==> src/rtl/core/clipped_sprite_blitter_macros.svh <==
// Assertion macros used by the sprite blitter datapath.
`ifndef CLIPPED_SPRITE_BLITTER_MACROS_SVH
`define CLIPPED_SPRITE_BLITTER_MACROS_SVH

// Same-cycle implication, sampled on clock, off during reset.
`define CSB_ASSERT_IMP(name, ante, cons, msg) \
   name: assert property (@(posedge clock) disable iff (reset) (ante) |-> (cons)) \
      else $error(msg);

// Next-cycle implication, sampled on clock, off during reset.
`define CSB_ASSERT_NXT(name, ante, cons, msg) \
   name: assert property (@(posedge clock) disable iff (reset) (ante) |=> (cons)) \
      else $error(msg);

`endif

==> src/rtl/core/csb_pkg.sv <==
// Shared constants, types and codes of the clipped sprite blitter.
package csb_pkg;

   localparam int MAX_CELL_W = 8;
   localparam int MAX_CELL_H = 8;
   localparam int STORE_AW   = 14;
   localparam int STORE_DEPTH = 1 << STORE_AW;
   localparam int CW_W = $clog2(MAX_CELL_W + 1);
   localparam int CH_W = $clog2(MAX_CELL_H + 1);
   localparam int CELL_IDX_W = 8;

   localparam logic [10:0] CLIP_MAX_RESET  = 11'd256;
   localparam logic [3:0]  CELL_SIZE_RESET = 4'd8;

   typedef enum logic [2:0] {
      CSR_OFFSET_X,
      CSR_OFFSET_Y,
      CSR_CLIP_MIN_X,
      CSR_CLIP_MIN_Y,
      CSR_CLIP_MAX_X,
      CSR_CLIP_MAX_Y,
      CSR_CELL_WIDTH,
      CSR_CELL_HEIGHT
   } csr_index_type;

   typedef enum logic [2:0] {
      S_IDLE,
      S_OFFS,
      S_CLIP,
      S_ADDR,
      S_RUN,
      S_BLANK
   } state_type;

   typedef struct packed {
      logic load_write;
      logic capture;
      logic step_offs;
      logic step_clip;
      logic step_addr;
      logic issue_pixel;
      logic issue_blank;
   } cmd_type;

   typedef struct packed {
      logic empty;
      logic a_ready;
      logic last_pix;
   } sts_type;

endpackage

==> src/rtl/core/csb_ctrl.sv <==
// Controller state machine: sequences setup steps and the pixel walk.
module csb_ctrl import csb_pkg::*; (
   input  logic    clock,
   input  logic    reset,
   input  logic    req_tvalid,
   input  logic    req_kind,
   output logic    req_tready,
   output cmd_type cmd,
   input  sts_type sts
);

   state_type state_ff, state_in;

   always_ff @(posedge clock) begin
      if (reset) begin
         state_ff <= S_IDLE;
      end else begin
         state_ff <= state_in;
      end
   end

   always_comb begin
      state_in   = state_ff;
      cmd        = '0;
      req_tready = 1'b0;
      case (state_ff)
         S_IDLE: begin
            req_tready = 1'b1;
            if (req_tvalid) begin
               if (req_kind) begin
                  cmd.capture = 1'b1;
                  state_in    = S_OFFS;
               end else begin
                  cmd.load_write = 1'b1;
               end
            end
         end
         S_OFFS: begin
            cmd.step_offs = 1'b1;
            state_in      = S_CLIP;
         end
         S_CLIP: begin
            cmd.step_clip = 1'b1;
            state_in      = S_ADDR;
         end
         S_ADDR: begin
            if (sts.empty) begin
               state_in = S_BLANK;
            end else begin
               cmd.step_addr = 1'b1;
               state_in      = S_RUN;
            end
         end
         S_RUN: begin
            if (sts.a_ready) begin
               cmd.issue_pixel = 1'b1;
               if (sts.last_pix) begin
                  state_in = S_IDLE;
               end
            end
         end
         S_BLANK: begin
            if (sts.a_ready) begin
               cmd.issue_blank = 1'b1;
               state_in        = S_IDLE;
            end
         end
         default: begin
            state_in = S_IDLE;
         end
      endcase
   end

endmodule

==> config.mk <==
export PLATFORM = sky130hd
export DESIGN_NAME = csb_ctrl
export DESIGN_NICKNAME = d
export VERILOG_FILES = /design/src/rtl/core/clipped_sprite_blitter_macros.svh /design/src/rtl/core/csb_pkg.sv /design/src/rtl/core/csb_ctrl.sv
export SDC_FILE = /design/constraint.sdc
export NUM_CORES = 1
export LEC_CHECK = 0
export ABC_AREA = 1
export BUFFER_PORTS_ARGS = -buffer_cell sky130_fd_sc_hd__buf_2
export CAP_MARGIN = 10
export CORE_AREA = 2 2 39 41
export CTS_BUF_LIST = sky130_fd_sc_hd__clkbuf_16
export CTS_CLUSTER_SIZE = 40
export DETAILED_ROUTE_END_ITERATION = 8
export DIE_AREA = 0 0 41 43
export GPL_ROUTABILITY_DRIVEN = 0
export MAX_ROUTING_LAYER = met4
export PLACE_DENSITY_LB_ADDON = 0.1
export SETUP_SLACK_MARGIN = 0.4
export SLEW_MARGIN = 20
export SYNTH_ARGS = -nofsm -noshare
export SYNTH_HDL_FRONTEND = slang
export SYNTH_SLANG_ARGS = --single-unit
==> constraint.sdc <==
create_clock -name clock -period 1.3 [get_ports clock]
set_input_delay 0.13 -clock clock [delete_from_list [all_inputs] [get_ports clock]]
set_output_delay 0.13 -clock clock [all_outputs]
set_load 0.1 [all_outputs]
---- After elaboration in Yosys (flattened, before gate mapping) ----
Index checks and enable logic that the tools add are counted.
Widths: inputs -> output; s select.
storage, ports and cells
  flip-flop bits (word level) ............. 3
  logic and storage cells ................. 32
cells by class
  equality and inequality tests ........... 10
  muxes and demuxes ....................... 19
  reduce and logical (&&, ||, !) cells .... 2
operators with widths
  operator            number
  $pmux 3 s6          1
  $mux 3              5
  $mux 1              11
  $ne 2x2->1 const B  5
  $eq 3x2->1 const B  2
  $eq 3x3->1 const B  2
  $reduce_and 5->1    1
  $mux 2              2
  $eq 3x1->1 const B  1
  $logic_not 3->1     1

---- Longest topological paths before layout ----
Gate-level depths: netlist of run 1.
  depth in word-level cells ............... 3
  mapped depth ............................ 6
  depth with buffers taken out ............ 6

---- Worst setup path after synthesis of run 1 ----
Ideal clock, no wire load.
  path type ............................... register -> output
  start ................................... register state_ff[0]
  end ..................................... output port cmd[1] (netlist name)
  buffers on the path ..................... 1
  cell stages (with the launch flop) ...... 3
  slack ................................... -2.147 ns
  arrival time ............................ 3.317 ns
  required time ........................... 1.170 ns
  cell sequence ........................... dfxtp_1 > buf_6 > nor4_1
RTL lines
  what                      RTL line        source
  start: declaration        csb_ctrl.sv:12  state_type state_ff, state_in;
  start signal: assignment  csb_ctrl.sv:18  state_ff <= state_in;
  end: declaration          csb_ctrl.sv:8   output cmd_type cmd,

==> impl_results.html, run 1 <==
<table>
<tr><th>Metric</th><th>Value</th></tr>
<tr><th colspan="2">Synth</th></tr>
<tr><td>Share of synthesized registers carrying an async set or reset</td><td>0%</td></tr>
<tr><td>Most common cell in the synthesized netlist</td><td>sky130_fd_sc_hd__nor2_1</td></tr>
<tr><td>Mapped Nets</td><td>44</td></tr>
<tr><td>Commonest cells in the synthesized netlist</td><td>sky130_fd_sc_hd__nor2_1 (7), sky130_fd_sc_hd__nand2_1 (6), sky130_fd_sc_hd__inv_1 (5), sky130_fd_sc_hd__nand3_1 (4), sky130_fd_sc_hd__dfxtp_1 (3)</td></tr>
<tr><td>Top_reg_cell synth</td><td>sky130_fd_sc_hd__dfxtp_1</td></tr>
<tr><td>Largest area contributor in the netlist</td><td>sky130_fd_sc_hd__dfxtp_1</td></tr>
<tr><td>Yosys warning count</td><td>0</td></tr>
<tr><td>Sequential-to-total area share from yosys stat</td><td>26.97%</td></tr>
<tr><td>Cell count after synthesis</td><td>37</td></tr>
<tr><td>Synth area leaders</td><td>sky130_fd_sc_hd__dfxtp_1 (27%), sky130_fd_sc_hd__nor2_1 (12%), sky130_fd_sc_hd__nand2_1 (10%), sky130_fd_sc_hd__nand3_1 (9.0%), sky130_fd_sc_hd__inv_1 (8.4%)</td></tr>
<tr><td>Number of enable-type register cells in the synthesized netlist</td><td>0</td></tr>
<tr><td>Average cell area after synthesis</td><td>6.019 um2</td></tr>
<tr><td>Cell area after technology mapping</td><td>222.7 um2</td></tr>
<tr><td>Count of different cell masters after synthesis</td><td>14</td></tr>
<tr><td>Proportion of netlist area held by the largest area contributor</td><td>26.97%</td></tr>
<tr><td>Number of storage elements in the synthesis netlist</td><td>3</td></tr>
<tr><th colspan="2">Timing</th></tr>
<tr><td># setup viols final</td><td>2</td></tr>
<tr><td>Final setup TNS</td><td>-0.05062 ns</td></tr>
<tr><td>Final setup margin</td><td>-0.03515 ns</td></tr>
<tr><td>Setup skew after layout</td><td>0.001038 ns</td></tr>
<tr><td>Worst Max-Slew Pin Slew</td><td>0.2570 ns</td></tr>
<tr><td>Maximum clock frequency</td><td>749.0 MHz</td></tr>
<tr><td>Normalized max-slew margin</td><td>82.74%</td></tr>
<tr><td>Final Cycle Share</td><td>102.7%</td></tr>
<tr><td>Slew Limit Fails</td><td>0</td></tr>
<tr><td>Setup repair after global routing missed its margin</td><td>yes</td></tr>
<tr><td>Final worst hold slack</td><td>0.08133 ns</td></tr>
<tr><td>Final number of hold-violating endpoints</td><td>0</td></tr>
<tr><td>Time the final worst path needs with I/O delays and setup</td><td>1.335 ns</td></tr>
<tr><th colspan="2">CTS</th></tr>
<tr><td>Clock buffer depth</td><td>2</td></tr>
<tr><td>CTS Sinks</td><td>3</td></tr>
<tr><td>TritonCTS clock tree</td><td>done</td></tr>
<tr><td>Clock buffers created by TritonCTS</td><td>3</td></tr>
<tr><td>Library cell used as clock root buffer</td><td>sky130_fd_sc_hd__clkbuf_16</td></tr>
<tr><td>Worst-path clk slew</td><td>0.03 ns</td></tr>
<tr><td>Number of H-tree levels</td><td>1</td></tr>
<tr><td>Hold buffer count at cts</td><td>0</td></tr>
<tr><td>Clk_lat worst skew</td><td>0.22 ns</td></tr>
<tr><th colspan="2">Finish</th></tr>
<tr><td>Flip-flop and latch area</td><td>71.32 um2</td></tr>
<tr><td>Final #Nets</td><td>69</td></tr>
<tr><td>Area Growth Syn to Fin</td><td>206.2%</td></tr>
<tr><td>Share of post-route cells with drive strength above 1</td><td>73.77%</td></tr>
<tr><td># fillers</td><td>135</td></tr>
<tr><td>Registers with the most flip-flops</td><td>state_ff (3)</td></tr>
<tr><td>Final antenna diode count</td><td>0</td></tr>
<tr><td>Flip-flop count of the largest register, all copies and words added</td><td>3</td></tr>
<tr><td>Multi-input gate area in the final layout</td><td>212.7 um2</td></tr>
<tr><td>Reg with most FFs</td><td>state_ff</td></tr>
<tr><th colspan="2">Setup path</th></tr>
<tr><td>Worst Path Required</td><td>1.17 ns</td></tr>
<tr><td>Highest cell delay on the worst timing path</td><td>0.36 ns</td></tr>
<tr><td>Crit path cell chain</td><td>nor2_4 &gt; nand2_4 &gt; clkinvlp_4 &gt; nand2_2 &gt; nor2_4 &gt; buf_12</td></tr>
<tr><td>Nature of the critical path startpoint</td><td>register</td></tr>
<tr><td>Capturing element type of the critical path</td><td>output pin</td></tr>
<tr><td>Number of cells on the worst reg-to-reg path</td><td>6</td></tr>
<tr><td>Arr. time, crit path</td><td>1.21 ns</td></tr>
<tr><td>Classification of the worst setup path</td><td>reg2out</td></tr>
<tr><td>Startpoint of the most critical register-to-register path</td><td>state_ff[2]</td></tr>
<tr><td>Register-to-register setup slack</td><td>0.21 ns</td></tr>
<tr><td>Critical path peak fanout</td><td>5</td></tr>
<tr><td>Most used cell, CP</td><td>sky130_fd_sc_hd__nor2_4</td></tr>
<tr><td>Critical path's slowest cell</td><td>sky130_fd_sc_hd__dfxtp_4</td></tr>
<tr><td>Capture instance of the worst register-to-register path</td><td>state_ff[1]</td></tr>
<tr><th colspan="2">Hold path</th></tr>
<tr><td>Beginning of the worst hold path</td><td>reset</td></tr>
<tr><td>Depth of the worst hold-timing path</td><td>2</td></tr>
<tr><td>Sink of the worst hold path</td><td>state_ff[2]</td></tr>
<tr><td>Worst min path class</td><td>in2reg</td></tr>
<tr><th colspan="2">Status</th></tr>
<tr><td>Outcome</td><td>finished with violations</td></tr>
<tr><td>Violated checks</td><td>setup timing</td></tr>
<tr><th colspan="2">Drt</th></tr>
<tr><td>Via count</td><td>327</td></tr>
<tr><td>Violation count after the first detailed-routing iteration</td><td>12</td></tr>
<tr><td>Final antenna-violating net count</td><td>0</td></tr>
<tr><td>Detailed-route wire length</td><td>741 um</td></tr>
<tr><td>1st-pass router iterations</td><td>4</td></tr>
<tr><td>Drt drc</td><td>0</td></tr>
<tr><td>Ratio of routed vias to standard cells</td><td>4.247</td></tr>
<tr><td>Final routed wire length divided by cell count</td><td>9.623 um</td></tr>
<tr><th colspan="2">Placed design</th></tr>
<tr><td>Quantity of I/O buffers inserted on ports</td><td>14</td></tr>
<tr><td>Detailed-placement wirelength estimate</td><td>506.5 um</td></tr>
<tr><th colspan="2">Floorplanning</th></tr>
<tr><td>Area of the die</td><td>1763 um2</td></tr>
<tr><td>Core ar.</td><td>1384 um2</td></tr>
<tr><td>Number of placement rows</td><td>14</td></tr>
<tr><td>Number of placed I/O pins</td><td>15</td></tr>
<tr><td>Width of the die</td><td>41 um</td></tr>
<tr><td>Starting utilization of the core area</td><td>16.09%</td></tr>
<tr><td>Vertical die dimension</td><td>43 um</td></tr>
<tr><th colspan="2">Power</th></tr>
<tr><td>Max VDD drop</td><td>0.001426 V</td></tr>
<tr><td>Static leakage</td><td>0.2931 nW</td></tr>
<tr><td>Total power divided by cell area</td><td>2985 nW/um2</td></tr>
<tr><th colspan="2">Global route</th></tr>
<tr><td>Via count of the first global-routing pass</td><td>264</td></tr>
<tr><td>GRT Resource Usage Total</td><td>9.343%</td></tr>
<tr><td>Grt total ovfl</td><td>0</td></tr>
<tr><td>Antenna violations before repair</td><td>0</td></tr>
<tr><td>Largest net degree at the start of global routing</td><td>9</td></tr>
<tr><td>First-pass GRT wire length</td><td>1117 um</td></tr>
<tr><th colspan="2">Run</th></tr>
<tr><td>Number of maximum-capacitance violations</td><td>0</td></tr>
</table>
metrics by stage:
| stage | power [mW] | cell area [um2] | setup slack (ns) | utilization, % | std cells |
|---|---|---|---|---|---|
| 2_1_floorplan | 1.019 | 299.0 | -0.3762 | - | 37 |
| 3_3_place_gp | 1.376 | 505.5 | 0.1157 | 36.53 | 67 |
| 3_5_place_dp | 1.370 | 505.5 | 0.1023 | 36.53 | 67 |
| 4_1_cts | 1.963 | 653.1 | -0.02856 | 47.20 | 76 |
| 5_1_grt | 2.121 | 681.9 | -0.08056 | 49.28 | 77 |
| 6_report | 2.036 | 681.9 | -0.03515 | 49.28 | 77 |
cell usage in the layout, fill, tap and decap left out, types with 2 or more instances in the layout:
cell type	n
sky130_fd_sc_hd__clkinvlp_4	2
sky130_fd_sc_hd__nand2_4	3
sky130_fd_sc_hd__buf_2	6
sky130_fd_sc_hd__buf_6	4
sky130_fd_sc_hd__buf_4	3
sky130_fd_sc_hd__nor2_1	3
sky130_fd_sc_hd__inv_1	4
sky130_fd_sc_hd__dfxtp_4	3
sky130_fd_sc_hd__buf_12	8
sky130_fd_sc_hd__nor2_4	5
sky130_fd_sc_hd__nand2_1	3
sky130_fd_sc_hd__clkbuf_16	3
sky130_fd_sc_hd__nand2_2	2
sky130_fd_sc_hd__nand3_1	4
critical path, delay by kind of cell, from the launching register on:
| family | cells | cell delay, ns |
|---|---|---|
| buf+inv | 2 | 0.26 |
| flops | 1 | 0.36 |
| simple gates | 4 | 0.37 |
layout make-up:
type                            count  share of cell area (%)
Timing Repair Buffer               21                   37.80
Multi-Input combinational cell     26                   31.19
Clock buffer                        3                   11.01
Sequential cell                     3                   10.46
Inverter                            7                   6.055
Tap cell                           16                   2.936
Clock inverter                      1                  0.5505
per-layer routing:
| layer | part of all wire, % | wire length, um | vias to the layer above | track usage, % |
|---|---|---|---|---|
| li1 | - | - | 162 | - |
| met1 | 42 | 311 | 153 | 12.14 |
| met2 | 53 | 390 | 12 | 13.44 |
| met3 | 5.4 | 40 | 0 | 3.665 |
| met4 | 0 | 0 | 0 | 2.000 |
| met5 | 0 | 0 | - | - |
cell families after synthesis:
family | synth area share, %
AND/OR/NAND/NOR | 44.38
buffers and inverters | 16.86
flip-flops | 26.97
AO/OA/AOI/OAI | 11.80
worst max path at each step:
stage	from	endpoint	slack [ns]	depth (start not counted)
after floorplan	state_ff[0]	cmd[6]	-0.38	6
after global placement	state_ff[0]	cmd[1]	0.12	3
after detailed placement	state_ff[0]	cmd[1]	0.10	3
after CTS	state_ff[0]	cmd[6]	-0.03	6
after global routing	state_ff[1]	cmd[6]	-0.08	6
final	state_ff[1]	cmd[6]	-0.04	6
timing repair:
| item | 4_1_cts | 5_1_grt |
|---|---|---|
| setup buffers | 5 | 1 |
| setup endpoints to repair | 11 | 11 |
| pin swaps | 6 | 3 |
| resized for setup | 10 | 5 |
report_power, final:
| part | leakage (nW) | switching (mW) | internal [mW] |
|---|---|---|---|
| Clock | 0.0423 | 0.0791 | 0.396 |
| Sequential | 0.0267 | 0.0754 | 0.142 |
| Combinational | 0.224 | 0.827 | 0.516 |
| Total | 0.293 | 0.982 | 1.05 |
No activity file was read; power rests on OpenSTA's default activity.
==> inputs of run 2 (changes only) <==
--- a/config.mk
+++ b/config.mk
@@ -5,11 +5,10 @@
 export SDC_FILE = /design/constraint.sdc
 export NUM_CORES = 1
 export LEC_CHECK = 0
-export ABC_AREA = 1
 export BUFFER_PORTS_ARGS = -buffer_cell sky130_fd_sc_hd__buf_2
 export CAP_MARGIN = 10
 export CORE_AREA = 2 2 39 41
-export CTS_BUF_LIST = sky130_fd_sc_hd__clkbuf_16
+export CTS_BUF_LIST = sky130_fd_sc_hd__clkbuf_8
 export CTS_CLUSTER_SIZE = 40
 export DETAILED_ROUTE_END_ITERATION = 8
 export DIE_AREA = 0 0 41 43
==> run 2 against run 1 <==
  * The run still ends with setup timing left
  * Hold slack gained 0.078 ns
  * Sequential cell count is the same
  * Synthesized area shrank 8.4%
  * Cell area shrank 7.5%
  * Fmax shrank 1.8%
  * Synthesized cell count shrank 30%
  * Sequential power shrank 38%
  * Combinational power shrank 53%
  * Critical path type unchanged
==> impl_results.html, run 2 <==
<table>
<tr><th>Metric</th><th>Value</th></tr>
<tr><th colspan="2">Status</th></tr>
<tr><td>Outcome</td><td>finished with violations</td></tr>
<tr><td>Violated checks</td><td>setup timing</td></tr>
<tr><th colspan="2">Synth</th></tr>
<tr><td>Count of different cell masters after synthesis</td><td>15</td></tr>
<tr><td>Largest area contributor in the netlist</td><td>sky130_fd_sc_hd__dfxtp_1</td></tr>
<tr><td>Number of storage elements in the synthesis netlist</td><td>3</td></tr>
<tr><td>Most common cell in the synthesized netlist</td><td>sky130_fd_sc_hd__nor2_1</td></tr>
<tr><td>Largest family of logic cells by synthesized area</td><td>simple AND/OR/NAND/NOR gates</td></tr>
<tr><td>Average cell area after synthesis</td><td>7.844 um2</td></tr>
<tr><td>Yosys warning count</td><td>0</td></tr>
<tr><td>Cell area after technology mapping</td><td>203.9 um2</td></tr>
<tr><td>Share of the synthesized area in compound gates (AO/OA/AOI/OAI)</td><td>19.63%</td></tr>
<tr><td>Top_reg_cell synth</td><td>sky130_fd_sc_hd__dfxtp_1</td></tr>
<tr><td>Proportion of netlist area held by the largest area contributor</td><td>29.45%</td></tr>
<tr><td>Cell count after synthesis</td><td>26</td></tr>
<tr><td>Synth area leaders</td><td>sky130_fd_sc_hd__dfxtp_1 (29%), sky130_fd_sc_hd__nor2_1 (11%), sky130_fd_sc_hd__nand2_1 (7.4%), sky130_fd_sc_hd__nor3b_1 (7.4%), sky130_fd_sc_hd__buf_6 (5.5%)</td></tr>
<tr><td>Multiplexer share of the synthesized area</td><td>0%</td></tr>
<tr><td>Number of enable-type register cells in the synthesized netlist</td><td>0</td></tr>
<tr><td>Mapped Nets</td><td>33</td></tr>
<tr><td>Sequential-to-total area share from yosys stat</td><td>29.45%</td></tr>
<tr><td>Commonest cells in the synthesized netlist</td><td>sky130_fd_sc_hd__nor2_1 (6), sky130_fd_sc_hd__nand2_1 (4), sky130_fd_sc_hd__dfxtp_1 (3), sky130_fd_sc_hd__nor3b_1 (2)</td></tr>
<tr><td>Adder and majority cell fraction of the synthesized area</td><td>0%</td></tr>
<tr><td>Synth Area in Simple Gates</td><td>45.40%</td></tr>
<tr><td>Parity-gate share of the synthesized area counting xor and xnor cells</td><td>0%</td></tr>
<tr><td>Share of synthesized registers carrying an async set or reset</td><td>0%</td></tr>
<tr><th colspan="2">CTS</th></tr>
<tr><td>Clk_lat worst skew</td><td>0.21 ns</td></tr>
<tr><td>Clock buffer depth</td><td>2</td></tr>
<tr><td>CTS Sinks</td><td>3</td></tr>
<tr><td>TritonCTS clock tree</td><td>done</td></tr>
<tr><td>Clock buffers created by TritonCTS</td><td>3</td></tr>
<tr><td>Number of H-tree levels</td><td>1</td></tr>
<tr><td>Hold buffer count at cts</td><td>0</td></tr>
<tr><td>Library cell used as clock root buffer</td><td>sky130_fd_sc_hd__clkbuf_8</td></tr>
<tr><td>Worst-path clk slew</td><td>0.03 ns</td></tr>
<tr><th colspan="2">Timing</th></tr>
<tr><td>Slew Limit Fails</td><td>0</td></tr>
<tr><td>Time the final worst path needs with I/O delays and setup</td><td>1.359 ns</td></tr>
<tr><td>Final worst hold slack</td><td>0.1596 ns</td></tr>
<tr><td>Final Cycle Share</td><td>104.6%</td></tr>
<tr><td>Maximum clock frequency</td><td>735.6 MHz</td></tr>
<tr><td>Final number of hold-violating endpoints</td><td>0</td></tr>
<tr><td>Setup repair after global routing missed its margin</td><td>yes</td></tr>
<tr><td>Setup skew after layout</td><td>0.0008483 ns</td></tr>
<tr><td>Final setup margin</td><td>-0.05937 ns</td></tr>
<tr><td># setup viols final</td><td>7</td></tr>
<tr><td>Normalized max-slew margin</td><td>82.65%</td></tr>
<tr><td>Worst Max-Slew Pin Slew</td><td>0.2599 ns</td></tr>
<tr><th colspan="2">Setup path</th></tr>
<tr><td>Nature of the critical path startpoint</td><td>register</td></tr>
<tr><td>Arr. time, crit path</td><td>1.23 ns</td></tr>
<tr><td>Capturing element type of the critical path</td><td>output pin</td></tr>
<tr><td>Critical path peak fanout</td><td>4</td></tr>
<tr><td>Classification of the worst setup path</td><td>reg2out</td></tr>
<tr><td>Worst Path Required</td><td>1.17 ns</td></tr>
<tr><th colspan="2">Global route</th></tr>
<tr><td>First-pass GRT wire length</td><td>1200 um</td></tr>
<tr><td>Antenna violations before repair</td><td>0</td></tr>
<tr><td>Largest net degree at the start of global routing</td><td>8</td></tr>
<tr><td>Grt met2 use</td><td>18.13%</td></tr>
<tr><td>Grt total ovfl</td><td>0</td></tr>
<tr><td>Most congested layer reported by global routing</td><td>met2</td></tr>
<tr><td>Met3 capacity usage during global routing</td><td>4.712%</td></tr>
<tr><td>GRT Resource Usage Total</td><td>10.79%</td></tr>
<tr><td>GR met1 Demand/Resource</td><td>9.295%</td></tr>
<tr><td>Via count of the first global-routing pass</td><td>291</td></tr>
<tr><th colspan="2">Power</th></tr>
<tr><td>Power, Total</td><td>1.025 mW</td></tr>
<tr><td>Max VDD drop</td><td>0.0009047 V</td></tr>
<tr><td>Total power divided by cell area</td><td>1626 nW/um2</td></tr>
<tr><td>Static leakage</td><td>0.2579 nW</td></tr>
<tr><th colspan="2">Drt</th></tr>
<tr><td>Final antenna-violating net count</td><td>0</td></tr>
<tr><td>Via count</td><td>291</td></tr>
<tr><td>Final routed wire length divided by cell count</td><td>10.84 um</td></tr>
<tr><td>Detailed-route wire length</td><td>737 um</td></tr>
<tr><td>Drt drc</td><td>0</td></tr>
<tr><td>Ratio of routed vias to standard cells</td><td>4.279</td></tr>
<tr><td>1st-pass router iterations</td><td>4</td></tr>
<tr><td>Violation count after the first detailed-routing iteration</td><td>2</td></tr>
<tr><th colspan="2">Floorplanning</th></tr>
<tr><td>Number of placement rows</td><td>14</td></tr>
<tr><td>Area of the die</td><td>1763 um2</td></tr>
<tr><td>Number of placed I/O pins</td><td>15</td></tr>
<tr><td>Width of the die</td><td>41 um</td></tr>
<tr><td>Core ar.</td><td>1384 um2</td></tr>
<tr><td>Vertical die dimension</td><td>43 um</td></tr>
<tr><td>Starting utilization of the core area</td><td>14.74%</td></tr>
<tr><th colspan="2">Placed design</th></tr>
<tr><td>Placed Instances</td><td>59</td></tr>
<tr><td>Quantity of I/O buffers inserted on ports</td><td>14</td></tr>
<tr><td>Standard cell area after detailed placement</td><td>478.0 um2</td></tr>
<tr><td>Detailed-placement wirelength estimate</td><td>500.1 um</td></tr>
<tr><td>Setup slack at placement</td><td>0.09232 ns</td></tr>
<tr><th colspan="2">Finish</th></tr>
<tr><td>Area Growth Syn to Fin</td><td>209.2%</td></tr>
<tr><td># fillers</td><td>136</td></tr>
<tr><td>Multi-input gate area in the final layout</td><td>227.7 um2</td></tr>
<tr><td>Final cell area excluding filler cells</td><td>630.6 um2</td></tr>
<tr><td>Finished Layout Cells</td><td>68</td></tr>
<tr><td>Reg with most FFs</td><td>state_ff</td></tr>
<tr><td>Flip-flop count of the largest register, all copies and words added</td><td>3</td></tr>
<tr><td>Commonest cells after routing, fill and taps aside</td><td>sky130_fd_sc_hd__buf_12 (8), sky130_fd_sc_hd__buf_2 (6), sky130_fd_sc_hd__buf_4 (6)</td></tr>
<tr><td>Final #Nets</td><td>60</td></tr>
<tr><td>Share of post-route cells with drive strength above 1</td><td>80.77%</td></tr>
<tr><td>Registers with the most flip-flops</td><td>state_ff (3)</td></tr>
<tr><td>Most common cell after layout, fill and taps aside</td><td>sky130_fd_sc_hd__buf_12</td></tr>
<tr><td>Flip-flop and latch area</td><td>68.82 um2</td></tr>
<tr><td>Final antenna diode count</td><td>0</td></tr>
<tr><th colspan="2">Run</th></tr>
<tr><td>Number of maximum-capacitance violations</td><td>0</td></tr>
<tr><th colspan="2">Hold path</th></tr>
<tr><td>Worst min path class</td><td>in2reg</td></tr>
</table>
[run 2: per-layer routing]
metal  share of wire, %  vias to the layer above
met5                  0                        -
met4                1.1                        0
met3                9.8                        2
met2                 57                       13
met1                 32                      130
li1                   -                      146
[run 2: per-stage QoR]
stage | util (%) | TNS (ns)
after floorplan | - | -4.896
final | 45.57 | -0.2133
after detailed placement | 34.54 | 0
after CTS | 42.59 | -0.2702
after global placement | 34.54 | 0
after global routing | 45.57 | -0.6410
[run 2: final cells by class]
type	instances	share of cell area, %
flip-flops and latches	3	10.91
clock buffers	3	6.548
clock inverters	1	0.5952
well taps	16	3.175
multi-input cells	22	36.11
repair buffers	23	42.66
[run 2: final timing paths]
kind                from     endpoint  slack (ns)  cells after the start
min                reset  state_ff[2]        0.16                      2
max          state_ff[2]       cmd[6]       -0.06                      5
min reg2reg  state_ff[1]  state_ff[2]        0.67                      3
max reg2reg  state_ff[2]  state_ff[0]        0.17                      5
[run 2: repair_timing]
item / CTS / global route
pin swaps: 2 / 4
resized for setup: 11 / 7
setup buffers: 3 / 2
endpoints found under the setup margin: 11 / 11
[run 2: cell families after synthesis]
group | count (synthesis)
and+or+nand+nor | 17
DFF | 3
buffers and inverters | 1
AOI/OAI and AO/OA | 5
[run 2: report_power, final]
group | internal [mW] | switching (mW)
sequential | 0.111 | 0.0243
combinational | 0.278 | 0.352
clock | 0.201 | 0.0596
total | 0.589 | 0.436
[run 2: critical path: stages, from the launching register on]
cell and delay, ns:
sky130_fd_sc_hd__dfxtp_2 0.32, sky130_fd_sc_hd__buf_6 0.12, sky130_fd_sc_hd__nor3_4 0.17, sky130_fd_sc_hd__nand2_2 0.09, sky130_fd_sc_hd__nor2_4 0.13, sky130_fd_sc_hd__buf_12 0.18
